==> config.mk <==
export PLATFORM = sky130hd
export DESIGN_NAME = banked_memory_mapper_flat
export DESIGN_NICKNAME = d
export VERILOG_FILES = /design/src/rtl/bmm_pkg.sv /design/src/rtl/bmm_in_if.sv /design/src/rtl/bmm_out_if.sv /design/src/rtl/bmm_xlate.sv /design/src/rtl/banked_memory_mapper.sv /design/src/flat_wrapper.sv
export SDC_FILE = /design/constraint.sdc
export NUM_CORES = 1
export LEC_CHECK = 0
export BUFFER_PORTS_ARGS = -buffer_cell sky130_fd_sc_hd__buf_4
export CORE_UTILIZATION = 54
export CTS_CLUSTER_DIAMETER = 80
export DETAILED_ROUTE_END_ITERATION = 7
export PLACE_DENSITY = 0.76
export SLEW_MARGIN = 30
export SYNTH_ARGS = -nofsm -noshare
export SYNTH_HDL_FRONTEND = slang
export SYNTH_SLANG_ARGS = --single-unit
==> constraint.sdc <==
create_clock -name clk -period 6.45 [get_ports clk]
set_input_delay 1.29 -clock clk [delete_from_list [all_inputs] [get_ports clk]]
set_output_delay 1.29 -clock clk [all_outputs]
set_load 0.01 [all_outputs]
==> src/rtl/bmm_pkg.sv <==
// ----------------------------------------------------------------------------
// bmm_pkg: shared types and constants of the banked memory mapper
// Bus access codes, target codes, the bank table constants and the item and
// result records passed between the top level and the translation logic.
// ----------------------------------------------------------------------------
package bmm_pkg;

	localparam int ADDR_W      = 16;
	localparam int DATA_W      = 8;
	localparam int BANK_W      = 6;
	localparam int PHYS_W      = 19;
	localparam int TILE_W      = 10;
	localparam int TILE_SHIFT  = 3;
	localparam int KANJI_OFF_W = 11;    // 0x800 byte kanji window
	localparam int KANJI_SEL_W = 7;     // kanji_select & 0x7f picks the window

	localparam logic [BANK_W-1:0] SPECIAL_BANK = 6'h39;
	localparam logic [BANK_W-1:0] BANK_MASK    = 6'h3f;
	localparam int                KANJI_ON_BIT = 7;

	typedef enum logic [2:0] {
		MODE_MEM_RD    = 3'd0,
		MODE_MEM_WR    = 3'd1,
		MODE_IDX_WR    = 3'd2,
		MODE_IDX_RD    = 3'd3,
		MODE_TBL_WR    = 3'd4,
		MODE_TBL_RD    = 3'd5,
		MODE_KANJI_WR  = 3'd6
	} mode_t;

	typedef enum logic [1:0] {
		TGT_MAIN  = 2'd0,
		TGT_KANJI = 2'd1,
		TGT_PCG   = 2'd2,
		TGT_NONE  = 2'd3
	} target_t;

	typedef struct packed {
		logic [2:0]        mode;
		logic [ADDR_W-1:0] cpu_addr;
		logic [DATA_W-1:0] write_data;
	} item_t;

	typedef struct packed {
		target_t           target;
		logic [PHYS_W-1:0] phys_addr;
		logic              mem_write;
		logic [DATA_W-1:0] mem_wdata;
		logic [DATA_W-1:0] reg_rdata;
		logic              dirty_valid;
		logic [TILE_W-1:0] dirty_tile;
	} result_t;

endpackage

==> src/rtl/bmm_in_if.sv <==
// ----------------------------------------------------------------------------
// bmm_in_if: bus access channel
// Valid/ready channel carrying one CPU bus access per transfer.
// ----------------------------------------------------------------------------
interface bmm_in_if;
	logic        valid;
	logic        ready;
	logic [2:0]  mode;
	logic [15:0] cpu_addr;
	logic [7:0]  write_data;

	modport source (output valid, output mode, output cpu_addr, output write_data,
		input ready);
	modport sink (input valid, input mode, input cpu_addr, input write_data,
		output ready);
endinterface

==> src/rtl/bmm_out_if.sv <==
// ----------------------------------------------------------------------------
// bmm_out_if: translated access channel
// Valid/ready channel carrying one translated bus access per transfer.
// ----------------------------------------------------------------------------
interface bmm_out_if;
	logic        valid;
	logic        ready;
	logic [1:0]  target;
	logic [18:0] phys_addr;
	logic        mem_write;
	logic [7:0]  mem_wdata;
	logic [7:0]  reg_rdata;
	logic        dirty_valid;
	logic [9:0]  dirty_tile;

	modport source (output valid, output target, output phys_addr, output mem_write,
		output mem_wdata, output reg_rdata, output dirty_valid, output dirty_tile,
		input ready);
	modport sink (input valid, input target, input phys_addr, input mem_write,
		input mem_wdata, input reg_rdata, input dirty_valid, input dirty_tile,
		output ready);
endinterface

==> src/rtl/bmm_xlate.sv <==
// ----------------------------------------------------------------------------
// bmm_xlate: address translation of one bus access
// Turns an access plus the selected bank entry, bank index and kanji select
// into the result record. Purely combinational.
// ----------------------------------------------------------------------------
module bmm_xlate #(
	parameter int WINDOW_BITS = 13
) (
	input  bmm_pkg::item_t                  item,
	input  logic [bmm_pkg::BANK_W-1:0]      bank,
	input  logic [bmm_pkg::DATA_W-1:0]      index_rd,
	input  logic [bmm_pkg::DATA_W-1:0]      kanji_select,
	output bmm_pkg::result_t                res
);

	localparam int                          MAIN_W   = bmm_pkg::BANK_W + WINDOW_BITS;
	localparam logic [bmm_pkg::ADDR_W-1:0]  OFF_MASK =
		bmm_pkg::ADDR_W'((32'd1 << WINDOW_BITS) - 32'd1);

	logic [bmm_pkg::ADDR_W-1:0] off16;
	logic [MAIN_W-1:0]          main_full;
	logic [bmm_pkg::PHYS_W-1:0] kanji_phys;
	logic                       wr;

	assign off16      = item.cpu_addr & OFF_MASK;
	assign main_full  = {bank, off16[WINDOW_BITS-1:0]};
	// Window base is a multiple of 0x800, so the add is a plain concatenation.
	assign kanji_phys = bmm_pkg::PHYS_W'({kanji_select[bmm_pkg::KANJI_SEL_W-1:0],
		off16[bmm_pkg::KANJI_OFF_W-1:0]});
	assign wr         = (bmm_pkg::mode_t'(item.mode) == bmm_pkg::MODE_MEM_WR);

	always_comb begin
		res = '0;
		res.target = bmm_pkg::TGT_NONE;
		case (bmm_pkg::mode_t'(item.mode))
			bmm_pkg::MODE_MEM_RD, bmm_pkg::MODE_MEM_WR: begin
				if (bank == bmm_pkg::SPECIAL_BANK) begin
					if (kanji_select[bmm_pkg::KANJI_ON_BIT]) begin
						// kanji ROM is read only: drop writes
						if (!wr) begin
							res.target    = bmm_pkg::TGT_KANJI;
							res.phys_addr = kanji_phys;
						end
					end else begin
						res.target    = bmm_pkg::TGT_PCG;
						res.phys_addr = bmm_pkg::PHYS_W'(off16);
						if (wr) begin
							res.mem_write   = 1'b1;
							res.mem_wdata   = item.write_data;
							res.dirty_valid = 1'b1;
							res.dirty_tile  = off16[bmm_pkg::TILE_SHIFT +: bmm_pkg::TILE_W];
						end
					end
				end else begin
					res.target    = bmm_pkg::TGT_MAIN;
					res.phys_addr = bmm_pkg::PHYS_W'(main_full);
					if (wr) begin
						res.mem_write = 1'b1;
						res.mem_wdata = item.write_data;
					end
				end
			end
			bmm_pkg::MODE_IDX_RD, bmm_pkg::MODE_TBL_RD: begin
				res.reg_rdata = (bmm_pkg::mode_t'(item.mode) == bmm_pkg::MODE_IDX_RD) ?
					index_rd : bmm_pkg::DATA_W'(bank);
			end
			default: begin
				res.target = bmm_pkg::TGT_NONE;
			end
		endcase
	end

endmodule

==> src/rtl/banked_memory_mapper.sv <==
// ----------------------------------------------------------------------------
// banked_memory_mapper: bank mapper for an 8-bit CPU
// Translates CPU bus accesses through a bank table into main RAM, kanji ROM
// or PCG RAM addresses, and serves the bank index and table ports.
// ----------------------------------------------------------------------------
// One access is taken per clock cycle while the output is not stalled. Each
// access lands in an input register, the table lookup and address build run in
// one short combinational pass, and the result sits in an output register from
// which it is offered on the output. The bank table, bank index and kanji
// select are read and updated in that same pass, so back-to-back table writes
// and memory accesses see each other in order with no gaps. The output register
// frees as its result is taken, so a new access is accepted in the same cycle a
// result transfers; only a result that is not taken stalls the input. No
// clearing pass after reset: the bank table resets to entry i holding i at once.
// ----------------------------------------------------------------------------
module banked_memory_mapper #(
	parameter int NUM_WINDOWS = 8,
	parameter int WINDOW_BITS = 13
) (
	input  logic      clk,
	input  logic      arst_n,
	bmm_in_if.sink    bus_ch,
	bmm_out_if.source map_ch
);

	localparam int IDX_W = $clog2(NUM_WINDOWS);
	// Window select bits above the offset; keep at least one bit for indexing.
	localparam int HI_W  = (WINDOW_BITS < bmm_pkg::ADDR_W) ?
		(bmm_pkg::ADDR_W - WINDOW_BITS) : 1;
	localparam int HI_N  = 1 << HI_W;
	localparam int DAT_N = 1 << bmm_pkg::DATA_W;

	// Constant tables for the modulo-NUM_WINDOWS reductions.
	logic [IDX_W-1:0] win_lut [HI_N];
	logic [IDX_W-1:0] idx_lut [DAT_N];

	for (genvar g = 0; g < HI_N; g++) begin : g_win_lut
		assign win_lut[g] = IDX_W'(g % NUM_WINDOWS);
	end
	for (genvar g = 0; g < DAT_N; g++) begin : g_idx_lut
		assign idx_lut[g] = IDX_W'(g % NUM_WINDOWS);
	end

	// Input register stage
	logic            valid_s1;
	bmm_pkg::item_t  item_s1;
	logic            advance_s1;

	// Output register
	logic             out_valid_q;
	bmm_pkg::result_t result_q;

	// Mapper state
	logic [bmm_pkg::BANK_W-1:0] bank_table_q [NUM_WINDOWS];
	logic [IDX_W-1:0]           bank_index_q;
	logic [bmm_pkg::DATA_W-1:0] kanji_select_q;

	logic [bmm_pkg::ADDR_W-1:0] addr_hi;
	logic [IDX_W-1:0]           win;
	logic [IDX_W-1:0]           rd_idx;
	logic [IDX_W-1:0]           idx_inc;
	logic [bmm_pkg::BANK_W-1:0] bank_rd;
	logic                       is_mem;
	bmm_pkg::result_t           res_s1;

	// Stage 1 moves on when the output register is empty or being drained.
	assign advance_s1   = valid_s1 && (!out_valid_q || map_ch.ready);
	assign bus_ch.ready = !valid_s1 || advance_s1;

	always_ff @(posedge clk or negedge arst_n) begin
		if (!arst_n) begin
			valid_s1 <= 1'b0;
		end else if (bus_ch.ready) begin
			valid_s1 <= bus_ch.valid;
		end
	end

	always_ff @(posedge clk) begin
		if (bus_ch.ready && bus_ch.valid) begin
			item_s1.mode       <= bus_ch.mode;
			item_s1.cpu_addr   <= bus_ch.cpu_addr;
			item_s1.write_data <= bus_ch.write_data;
		end
	end

	// Window select, then one shared read port on the bank table: memory
	// accesses look up their window, table reads use the bank index.
	assign addr_hi = item_s1.cpu_addr >> WINDOW_BITS;
	assign win     = win_lut[addr_hi[HI_W-1:0]];
	always_comb begin
		is_mem = bmm_pkg::mode_t'(item_s1.mode) inside {bmm_pkg::MODE_MEM_RD,
			bmm_pkg::MODE_MEM_WR};
	end
	assign rd_idx  = is_mem ? win : bank_index_q;
	assign bank_rd = bank_table_q[rd_idx];

	// Index auto-increment, wrapping at NUM_WINDOWS.
	assign idx_inc = (bank_index_q == IDX_W'(NUM_WINDOWS - 1)) ? '0 :
		bank_index_q + IDX_W'(1);

	bmm_xlate #(
		.WINDOW_BITS (WINDOW_BITS)
	) u_xlate (
		.item         (item_s1),
		.bank         (bank_rd),
		.index_rd     (bmm_pkg::DATA_W'(bank_index_q)),
		.kanji_select (kanji_select_q),
		.res          (res_s1)
	);

	// Update mapper state as the access leaves stage 1.
	always_ff @(posedge clk or negedge arst_n) begin
		if (!arst_n) begin
			for (int i = 0; i < NUM_WINDOWS; i++) begin
				bank_table_q[i] <= bmm_pkg::BANK_W'(i) & bmm_pkg::BANK_MASK;
			end
			bank_index_q   <= '0;
			kanji_select_q <= '0;
		end else if (advance_s1) begin
			case (bmm_pkg::mode_t'(item_s1.mode))
				bmm_pkg::MODE_IDX_WR: begin
					bank_index_q <= idx_lut[item_s1.write_data];
				end
				bmm_pkg::MODE_TBL_WR: begin
					bank_table_q[bank_index_q] <=
						item_s1.write_data[bmm_pkg::BANK_W-1:0] & bmm_pkg::BANK_MASK;
					bank_index_q <= idx_inc;
				end
				bmm_pkg::MODE_TBL_RD: begin
					bank_index_q <= idx_inc;
				end
				bmm_pkg::MODE_KANJI_WR: begin
					kanji_select_q <= item_s1.write_data;
				end
				default: begin
					// memory accesses, index reads and the unused code change no state
				end
			endcase
		end
	end

	// Output register: load on advance, drop once the result transfers.
	always_ff @(posedge clk or negedge arst_n) begin
		if (!arst_n) begin
			out_valid_q <= 1'b0;
		end else if (advance_s1) begin
			out_valid_q <= 1'b1;
		end else if (map_ch.ready) begin
			out_valid_q <= 1'b0;
		end
	end

	always_ff @(posedge clk) begin
		if (advance_s1) begin
			result_q <= res_s1;
		end
	end

	assign map_ch.valid       = out_valid_q;
	assign map_ch.target      = result_q.target;
	assign map_ch.phys_addr   = result_q.phys_addr;
	assign map_ch.mem_write   = result_q.mem_write;
	assign map_ch.mem_wdata   = result_q.mem_wdata;
	assign map_ch.reg_rdata   = result_q.reg_rdata;
	assign map_ch.dirty_valid = result_q.dirty_valid;
	assign map_ch.dirty_tile  = result_q.dirty_tile;

	// The bank index never leaves the table.
	a_index_range: assert property (@(posedge clk) disable iff (!arst_n)
		bank_index_q <= IDX_W'(NUM_WINDOWS - 1))
		else $error("bank index out of range");

	// A dirty tile only comes from a PCG RAM write.
	a_dirty_pcg: assert property (@(posedge clk) disable iff (!arst_n)
		(out_valid_q && result_q.dirty_valid) |->
		(result_q.target == bmm_pkg::TGT_PCG && result_q.mem_write))
		else $error("dirty tile without PCG write");

	// Kanji ROM and register port accesses never write memory.
	a_no_rom_write: assert property (@(posedge clk) disable iff (!arst_n)
		(out_valid_q && result_q.mem_write) |->
		(result_q.target == bmm_pkg::TGT_MAIN || result_q.target == bmm_pkg::TGT_PCG))
		else $error("memory write to kanji ROM or register port");

	// Stage 1 is never overwritten while it holds an access that cannot move.
	a_s1_hold: assert property (@(posedge clk) disable iff (!arst_n)
		(valid_s1 && !advance_s1) |=> (valid_s1 && $stable(item_s1)))
		else $error("stalled access lost in stage 1");

endmodule

==> src/flat_wrapper.sv <==
// flat-port wrapper written by rule: the top's interface ports become plain ports
module banked_memory_mapper_flat 
#(
	parameter int NUM_WINDOWS = 8,
	parameter int WINDOW_BITS = 13
)
  (clk, arst_n, bus_ch_valid, bus_ch_mode, bus_ch_cpu_addr, bus_ch_write_data, bus_ch_ready, map_ch_valid, map_ch_target, map_ch_phys_addr, map_ch_mem_write, map_ch_mem_wdata, map_ch_reg_rdata, map_ch_dirty_valid, map_ch_dirty_tile, map_ch_ready);
  bmm_in_if bus_ch_i ();
  bmm_out_if map_ch_i ();
  input  logic clk;
  input  logic arst_n;
  input wire logic [$bits(bus_ch_i.valid)-1:0] bus_ch_valid;
  input wire logic [$bits(bus_ch_i.mode)-1:0] bus_ch_mode;
  input wire logic [$bits(bus_ch_i.cpu_addr)-1:0] bus_ch_cpu_addr;
  input wire logic [$bits(bus_ch_i.write_data)-1:0] bus_ch_write_data;
  output wire logic [$bits(bus_ch_i.ready)-1:0] bus_ch_ready;
  output wire logic [$bits(map_ch_i.valid)-1:0] map_ch_valid;
  output wire logic [$bits(map_ch_i.target)-1:0] map_ch_target;
  output wire logic [$bits(map_ch_i.phys_addr)-1:0] map_ch_phys_addr;
  output wire logic [$bits(map_ch_i.mem_write)-1:0] map_ch_mem_write;
  output wire logic [$bits(map_ch_i.mem_wdata)-1:0] map_ch_mem_wdata;
  output wire logic [$bits(map_ch_i.reg_rdata)-1:0] map_ch_reg_rdata;
  output wire logic [$bits(map_ch_i.dirty_valid)-1:0] map_ch_dirty_valid;
  output wire logic [$bits(map_ch_i.dirty_tile)-1:0] map_ch_dirty_tile;
  input wire logic [$bits(map_ch_i.ready)-1:0] map_ch_ready;
  assign bus_ch_i.valid = bus_ch_valid;
  assign bus_ch_i.mode = bus_ch_mode;
  assign bus_ch_i.cpu_addr = bus_ch_cpu_addr;
  assign bus_ch_i.write_data = bus_ch_write_data;
  assign bus_ch_ready = bus_ch_i.ready;
  assign map_ch_valid = map_ch_i.valid;
  assign map_ch_target = map_ch_i.target;
  assign map_ch_phys_addr = map_ch_i.phys_addr;
  assign map_ch_mem_write = map_ch_i.mem_write;
  assign map_ch_mem_wdata = map_ch_i.mem_wdata;
  assign map_ch_reg_rdata = map_ch_i.reg_rdata;
  assign map_ch_dirty_valid = map_ch_i.dirty_valid;
  assign map_ch_dirty_tile = map_ch_i.dirty_tile;
  assign map_ch_i.ready = map_ch_ready;
  banked_memory_mapper #(.NUM_WINDOWS(NUM_WINDOWS), .WINDOW_BITS(WINDOW_BITS)) u_core (.clk(clk), .arst_n(arst_n), .bus_ch(bus_ch_i), .map_ch(map_ch_i));
endmodule
==> metrics.cfg, run 1 <==
[synthesis]
synth_cell_type_count = 50
netlist_area_um2 = 5720
postSynth.asyncResetShare_pct = 45.2
yosys-top-cells-area = edfxtp_1 39%, dfrtp_1 21%, mux2_2 11%
ys.flop_type = edfxtp_1
synth-edff-count = 74
yosysTopAreaCellShare_pct = 38.9
syn_inst = 405
yosys_register_bits = 135
yosysSeqAreaShare_pct = 65.8
ys_warn_count = 0
yosys.area.top_type = edfxtp_1
avgSynthCellArea_um2 = 14.1

[timing]
finalSetupViolCount = 0
finalHoldViolCount = 0
fin_worst_skew_ns = 0.00782
fin_tns_setup_ns = 0
worstMarginPinSlew_ns = 0.757
rsz0062_at_grt = no
slew_viol_final = 0
min_period_ns = 3.68
fmax_mhz = 272
post-route-period-util_pct = 57.0
maxSlewHeadroom_pct = 49.5
holdWs_ns = 0.499

[cells_and_area]
regArea_um2 = 3760
fillers = 734
area_growth_pct = 21.7
layout_common_cells = 81 x buf_4, 74 x edfxtp_1, 57 x mux2_2, 49 x dfrtp_1, 32 x and3_1
final_common_cell = buf_4
n_antenna_cell = 0
finalNetCount = 513
multi_input_area_um2 = 1800
fin_cells = 629
drive_gt1_share_pct = 38.3

[floorplan]
core_region_area_um2 = 10300
initial_utilization_pct = 55.6
die_area_um2 = 11000
fp.dieH_um = 105
row_count = 37
die_w_um = 105
io_pins = 82

[drt]
wl_per_cell_um = 19.2
dr.pass1.iters = 5
vias = 3672
remaining_drc_errors = 0
antenna_left = 0
drt-total-wl_um = 12100
viasPerCell = 5.84
first_iter_violations = 214

[grt]
grt_pass1_vias = 3494
antenna_found_initial = 0
grt.total_usage_pct = 23.5
grt_max_degree = 62
grt_overflow = 0
grt_pass1_wl_um = 19100

[power_and_ir_drop]
p_leak_nw = 2.94
vdd_drop_max_mv = 0.315
swShare_pct = 26.3
p_seq_share_pct = 45.4
internal_power_mw = 1.90
p_comb_share_pct = 16.5
pwr-share-clk_pct = 38.1
power_density_nw_per_um2 = 370
p_switching_mw = 0.678

[placed_design]
port_buffers = 79
gp_congestion = 0.918
dp_hpwl_um = 8110
place_inst = 597

[worst_setup_path]
crit_arrival_ns = 3.95
path_max_fanout = 24
critPathRequiredTime_ns = 6.72
start_kind = register
crit_path_end_kind = register
critPathKind = reg -> reg

[clock_tree]
cts_tree = yes
htree_num_levels = 4
post_cts_buffers = 0
cts_buffers = 17
cts_root_buf = clkbuf_8
clkTransAtPathRegs_ns = 0.06
cts_resized = 0
ctsHoldBuffers = 0
cts_max_path_buffers = 2
cts_sinks = 135
worstSkewPairLatency_ns = 0.52

[job]
maxCapViolations = 0

[hold_path]
hold_class = reg -> reg

[status]
status = completed

==> worst paths after layout <==
check	from	cells past startpoint	endpoint	slack, ns
max in group asynchronous	arst_n	1	u_core.bank_index_q[0]	5.11
worst max register to register	u_core.item_s1[25]	8	u_core.map_ch.phys_addr[3]	2.77
min in group asynchronous	arst_n	1	u_core.bank_table_q[3]	0.83
worst max-delay path	u_core.item_s1[25]	8	u_core.map_ch.phys_addr[3]	2.77
worst min register to register	u_core.valid_s1	1	u_core.map_ch.valid	0.50
worst min-delay path	u_core.valid_s1	1	u_core.map_ch.valid	0.50
==> sequential cells by signal, summed over array words and instances, names as in the netlist <==
| signal | flops |
|---|---|
| u_core.bank_table_q | 48 |
| u_core.item_s1 | 24 |
| u_core.map_ch.mem_wdata | 8 |
| u_core.bank_index_q | 3 |
| u_core.map_ch.phys_addr | 19 |
| u_core.map_ch.dirty_tile | 10 |
| u_core.addr_hi | 3 |
| u_core.map_ch.mem_write | 1 |
| u_core.map_ch.reg_rdata | 6 |
| u_core.map_ch.target | 2 |
| u_core.valid_s1 | 1 |
| u_core.kanji_select_q | 8 |
| u_core.map_ch.valid | 1 |
| u_core.map_ch.dirty_valid | 1 |
==> layer usage <==
layer,wire length [µm],global-route usage [%],up-vias
met4,366,10.3,0
li1,-,-,1658
met2,5740,36.3,155
met1,5250,31.9,1824
met5,0,0,-
met3,717,5.74,35
==> power by group through the flow <==
stage / Sequential, mW / Clock [mW] / Combinational, mW
2_1_floorplan: 1.15 / 0 / 0.304
3_3_place_gp: 1.17 / 0 / 0.405
3_5_place_dp: 1.18 / 0 / 0.420
4_1_cts: 1.16 / 0.990 / 0.425
5_1_grt: 1.18 / 1.03 / 0.466
6_report: 1.17 / 0.982 / 0.425
==> synth_stat cells (all sizes together) (3+ instances only) <==
master	count
edfxtp	74
clkbuf	12
o21ai	11
dfrtp	49
buf	14
nor2	15
nand2	30
inv	3
nand2b	4
nand3	4
a32o	3
nor2b	7
a211oi	18
o22ai	3
mux2i	3
nor3	3
mux2	57
a21oi	7
dfstp	12
and2	18
and3	32
==> worst max-delay path, cell delays in order, from the launching register on <==
cell	delay (ns)
edfxtp_1	0.53
or3b_1	0.55
nand2_2	0.38
a211oi_1	0.13
or4_4	0.57
o21bai_4	0.20
nor2_1	0.25
nand4_1	0.43
and3_1	0.38
==> final cells by class <==
cell class | count | share of cell area [%]
repair buffers | 81 | 8.74
clock buffers | 19 | 6.06
inverters | 3 | 0.162
flip-flops and latches | 135 | 54.1
multi-input cells | 242 | 25.9
well taps | 136 | 2.45
clock inverters | 13 | 2.57
==> through the flow <==
step           utilization [%]  total power, mW  setup WS, ns  area (µm²)
2_1_floorplan                -             1.45          2.48        5720
3_3_place_gp              61.8             1.58          2.60        6350
3_5_place_dp              61.8             1.60          2.62        6350
4_1_cts                   67.6             2.58          2.82        6950
5_1_grt                   67.7             2.67          2.54        6960
6_report                  67.7             2.58          2.77        6960
==> kinds of logic (layout without fill, tap and decap cells) <==
family                     after synthesis  after routing  share of synthesized area, %
DFF                                    135            135                          65.8
and+or+nand+nor                        126            126                          12.4
muxes                                   60             60                          11.8
AOI/OAI and AO/OA                       52             52                          6.68
buffers and inverters                   29            116                          2.80
adders and majority gates                2              2                         0.438
other                                    1              2                        0.0656
No activity file was read; power rests on OpenSTA's default activity.
==> run 2, diff against run 1 <==
--- a/config.mk
+++ b/config.mk
@@ -5,6 +5,7 @@
 export SDC_FILE = /design/constraint.sdc
 export NUM_CORES = 1
 export LEC_CHECK = 0
+export ABC_AREA = 1
 export BUFFER_PORTS_ARGS = -buffer_cell sky130_fd_sc_hd__buf_4
 export CORE_UTILIZATION = 54
 export CTS_CLUSTER_DIAMETER = 80
==> constraint.sdc (replaced) <==
create_clock -name clk -period 3.8 [get_ports clk]
set_input_delay 0.76 -clock clk [delete_from_list [all_inputs] [get_ports clk]]
set_output_delay 0.76 -clock clk [all_outputs]
set_load 0.01 [all_outputs]
==> run 2 against run 1 <==
Sequential power grew 85%; critical path depth increased by 7; die area grew 3.7%; highest routed layer unchanged.
==> metrics.cfg, run 2 <==
[grt]
antenna_found_initial = 0
grt_max_degree = 62
grt.total_usage_pct = 25.4
grt_overflow = 0
grt_pass1_wl_um = 21400
grt_pass1_vias = 4252

[clock_tree]
cts_root_buf = clkbuf_8
cts_tree = yes
worstSkewPairLatency_ns = 0.53
cts_max_path_buffers = 2
ctsHoldBuffers = 0
cts_sinks = 135
cts_resized = 0
cts_buffers = 17
post_cts_buffers = 0
htree_num_levels = 4
clkTransAtPathRegs_ns = 0.06

[synthesis]
synth-edff-count = 74
synth_cell_type_count = 31
synth_common_cells = 159 x nand2_1, 78 x inv_1, 74 x edfxtp_1, 61 x o21ai_0, 49 x dfrtp_1
avgSynthCellArea_um2 = 9.85
yosysSeqAreaShare_pct = 63.5
yosys.area.top_type = edfxtp_1
netlist_area_um2 = 5930
ys.flop_type = edfxtp_1
yosys_register_bits = 135
post-synth-top-count-cell = nand2_1
postSynth.asyncResetShare_pct = 45.2
syn_inst = 602
ys_warn_count = 0
yosys-top-cells-area = edfxtp_1 37%, dfrtp_1 21%, nand2_1 10%
yosysTopAreaCellShare_pct = 37.5

[timing]
post-route-period-util_pct = 85.4
worstMarginPinSlew_ns = 0.753
maxSlewHeadroom_pct = 49.8
slew_viol_final = 0
finalSetupViolCount = 0
finalHoldViolCount = 0
min_period_ns = 3.24
fin_tns_setup_ns = 0
rsz0062_at_grt = no
fin_worst_skew_ns = 0.0128
fmax_mhz = 308
setup_ws_ns = 0.556

[placed_design]
place_inst = 796
port_buffers = 79
gp_congestion = 0.922
dp_hpwl_um = 9330
place_ws_ns = 0.605

[cells_and_area]
fillers = 802
n_antenna_cell = 0
finalNetCount = 712
final_common_cell = nand2_1
regMostFlops = u_core.bank_table_q
fin_cells = 827
drive_gt1_share_pct = 20.7
layout_common_cells = 159 x nand2_1, 82 x buf_4, 76 x inv_1, 74 x edfxtp_1, 61 x o21ai_0
area_growth_pct = 19.3
largest_reg_flops = 48

[worst_setup_path]
critPathRequiredTime_ns = 4.08
rrSetupSlack_ns = 0.56
r2r-start = u_core.item_s1[24]
setup.worst_path.end = u_core.map_ch.phys_addr[10]
path_max_fanout = 24
start_kind = register
crit_path_end_kind = register
critPathKind = reg -> reg
reg2regPathDepth = 15
crit_start = u_core.item_s1[24]
crit_arrival_ns = 3.52
rr_endpoint = u_core.map_ch.phys_addr[10]

[job]
maxCapViolations = 0

[floorplan]
fp.dieH_um = 107
die_area_um2 = 11400
initial_utilization_pct = 56.4
row_count = 37
core_region_area_um2 = 10500
io_pins = 82
die_w_um = 107

[drt]
vias = 4414
first_iter_violations = 297
wl_per_cell_um = 16.0
viasPerCell = 5.34
drt-total-wl_um = 13200
antenna_left = 0
remaining_drc_errors = 0
dr.pass1.iters = 7

[power_and_ir_drop]
finalPower_mw = 4.78
p_switching_mw = 1.56
pwr-share-clk_pct = 29.7
swShare_pct = 32.7
vdd_drop_max_mv = 0.394
power_density_nw_per_um2 = 676
p_leak_nw = 3.24
p_seq_share_pct = 45.3
p_comb_share_pct = 25.1
internal_power_mw = 3.22

[status]
status = completed

[hold_path]
hold_class = in -> async

## run 2: area by class of cell
type	count	area, µm²	area share (%)
flip-flops and latches	135	3760	53.2
multi-input cells	363	1720	24.3
repair buffers	82	616	8.70
clock buffers	19	422	5.96
inverters	80	300	4.24
well taps	136	170	2.40
clock inverters	12	87.6	1.24
## run 2: cells by family after synthesis
family	count (synthesis)	synth area share, %
adder cells (fa/ha/maj)	2	0.422
AO/OA/AOI/OAI	84	7.64
buffers and inverters	105	7.66
flip-flops	135	63.5
other	1	0.0632
AND/OR/NAND/NOR	275	20.8
## run 2: power groups by stage
stage	logic [mW]	registers [mW]	clock network, mW
finish	1.20	2.16	1.42
global route	1.36	2.20	1.49
CTS	1.19	2.16	1.44
detailed placement	1.19	2.18	0
global placement	1.14	2.17	0
floorplan	0.842	2.15	0
## run 2: critical path: stages (launching register included)
cell      delay (ns)
edfxtp_1        0.49
nor2_2          0.17
nand2_2         0.11
nand2_4         0.25
nand2_2         0.21
nand2_4         0.22
nand2_1         0.07
nand3_1         0.07
nand3_1         0.10
nand2_1         0.13
nand2_1         0.07
nor2_2          0.11
buf_4           0.26
nand4_1         0.45
nand2_1         0.22
inv_1           0.06
## run 2: per-layer routing
| metal | global-route usage [%] | wire length [µm] | vias up |
|---|---|---|---|
| met3 | 5.17 | 761 | 31 |
| met1 | 33.0 | 5790 | 2068 |
| met2 | 40.6 | 6280 | 181 |
| li1 | - | - | 2134 |
| met5 | 0 | 0 | - |
| met4 | 12.8 | 387 | 0 |
## run 2: worst min-delay path by stage
stage	slack [ns]	cells after the start	to
floorplan	0.44	2	u_core.bank_table_q[13]
global placement	0.47	2	u_core.bank_table_q[13]
detailed placement	0.47	2	u_core.bank_table_q[10]
CTS	0.31	1	u_core.bank_table_q[19]
global route	0.36	1	u_core.bank_table_q[46]
finish	0.30	1	u_core.bank_table_q[19]
## run 2: per-stage QoR
| stage | hold WS (ns) | instance area (µm²) | utilization [%] |
|---|---|---|---|
| floorplan | 0.444 | 5930 | - |
| global placement | 0.468 | 6570 | 62.5 |
| detailed placement | 0.475 | 6570 | 62.5 |
| CTS | 0.307 | 7080 | 67.3 |
| global route | 0.362 | 7080 | 67.3 |
| finish | 0.304 | 7080 | 67.3 |
==> run 3, diff against run 2 <==
==> constraint.sdc (replaced) <==
create_clock -name clk -period 3.6 [get_ports clk]
set_input_delay 0.72 -clock clk [delete_from_list [all_inputs] [get_ports clk]]
set_output_delay 0.72 -clock clk [all_outputs]
set_load 0.01 [all_outputs]
==> run 3 against run 2 <==
Clock skew decreased by 0.0059 ns; routed wire length decreased by 0.37%; sequential power increased by 6%; worst setup slack improved by 0.068 ns; critical path depth decreased by 1; clock-buffer cell count increased by 6; global-route usage decreased by 0.34 points; via count increased by 0.16%; flip-flop and latch count unchanged; die area unchanged; register-to-register slack improved by 0.07 ns; largest power group unchanged.
==> metrics.cfg, run 3 (synthesis results as in run 2) <==
[placed_design]
dp_hpwl_um = 9060
gp_congestion = 0.939
place_ws_ns = 0.659
port_buffers = 79
post_dp_cell_area_um2 = 6570

[worst_setup_path]
cp.depth = 14
cp_top_family = simple AND/OR/NAND/NOR gates
start_kind = register
cp_num_buf_inv = 1
crit_arrival_ns = 3.25
cpMaxStageDelayCell = edfxtp_1
reg2regPathDepth = 14
cp_common_cell = nand2_1
crit_path_end_kind = register
critPathRequiredTime_ns = 3.88
path_cells = nor2_2, nand2_2, nand2_4, nand2_2, nand2_2, nand2_1, nand3_1, nand3_1, nand2_1, nand2_1, nor2_2, nand4_1, nand2_1, inv_1
path_max_fanout = 24
critPathKind = reg -> reg
slowest_delay_ns = 0.48

[clock_tree]
cts_root_buf = clkbuf_8
htree_num_levels = 4
ctsHoldBuffers = 0
cts_max_path_buffers = 2
post_cts_buffers = 0
cts_buffers = 17
cts_sinks = 135
cts_resized = 0
cts_tree = yes
worstSkewPairLatency_ns = 0.53
clkTransAtPathRegs_ns = 0.06

[floorplan]
row_count = 37
core_region_area_um2 = 10500
fp.dieH_um = 107
die_area_um2 = 11400
io_pins = 82
initial_utilization_pct = 56.4
die_w_um = 107

[drt]
antenna_left = 0
first_iter_violations = 396
remaining_drc_errors = 0
dr.pass1.iters = 5
wl_per_cell_um = 15.9
vias = 4421
drt-total-wl_um = 13200
viasPerCell = 5.34

[cells_and_area]
area_growth_pct = 20.7
final_common_cell = nand2_1
fillers = 782
multi_input_area_um2 = 1720
regMostFlops = u_core.bank_table_q
drive_gt1_share_pct = 20.8
finalNetCount = 712
regArea_um2 = 3760
fin_util_pct = 68.1
n_antenna_cell = 0
layout_common_cells = 159 x nand2_1, 82 x buf_4, 76 x inv_1, 74 x edfxtp_1, 61 x o21ai_0
largest_reg_flops = 48
design_area_um2 = 7160

[power_and_ir_drop]
p_comb_share_pct = 23.8
internal_power_mw = 3.60
vdd_drop_max_mv = 0.544
pwr-share-clk_pct = 32.7
p_leak_nw = 3.28
power_density_nw_per_um2 = 734
finalPower_mw = 5.26
p_switching_mw = 1.66
p_seq_share_pct = 43.5
swShare_pct = 31.5

[grt]
grt_pass1_vias = 4185
grt_max_degree = 62
antenna_found_initial = 0
grt_pass1_wl_um = 21100
grt_overflow = 0
grt.total_usage_pct = 25.0

[hold_path]
hold_class = in -> async

[status]
status = completed

[timing]
maxSlewHeadroom_pct = 48.9
fin_tns_setup_ns = 0
min_period_ns = 2.98
finalHoldViolCount = 0
worstMarginPinSlew_ns = 0.767
post-route-period-util_pct = 82.7
fin_worst_skew_ns = 0.00694
slew_viol_final = 0
rsz0062_at_grt = no
setup_ws_ns = 0.623
finalSetupViolCount = 0
fmax_mhz = 336

[job]
maxCapViolations = 0

## run 3: area by class of cell
class	count	area share, %
clock buffers	25	7.08
clock inverters	7	1.22
inverters	80	4.19
multi-input cells	363	24.0
flip-flops and latches	135	52.6
well taps	136	2.38
repair buffers	82	8.60
## run 3: layer usage
layer  track usage (%)  vias up  share of wire [%]
met5                 0        -                  0
met1              34.1     2089                 45
met3              6.14       21                6.2
met2              38.0      173                 47
li1                  -     2138                  -
met4              11.6        0                1.9
## run 3: worst paths after layout
check | slack (ns) | start | end
worst max-delay path | 0.62 | u_core.item_s1[24] | u_core.map_ch.phys_addr[10]
worst min-delay path | 0.28 | arst_n | u_core.bank_table_q[22]
worst max register to register | 0.62 | u_core.item_s1[24] | u_core.map_ch.phys_addr[10]
worst min register to register | 0.49 | u_core.kanji_select_q[5] | u_core.kanji_select_q[5]
max in group asynchronous | 2.83 | arst_n | u_core.kanji_select_q[6]
min in group clk | 0.36 | bus_ch_write_data[3] | u_core.item_s1[3]
## run 3: per-stage QoR
| stage | hold slack, ns | instances |
|---|---|---|
| CTS | 0.277 | 828 |
| detailed placement | 0.474 | 796 |
| finish | 0.276 | 828 |
| floorplan | 0.424 | 603 |
| global route | 0.323 | 828 |
| global placement | 0.467 | 796 |
## run 3: power by group through the flow
stage                     registers, mW  logic (mW)  clock network (mW)
after CTS                          2.28        1.25                1.73
after global routing               2.33        1.42                1.80
final                              2.29        1.25                1.72
after global placement             2.29        1.20                   0
after detailed placement           2.30        1.25                   0
after floorplan                    2.27       0.889                   0
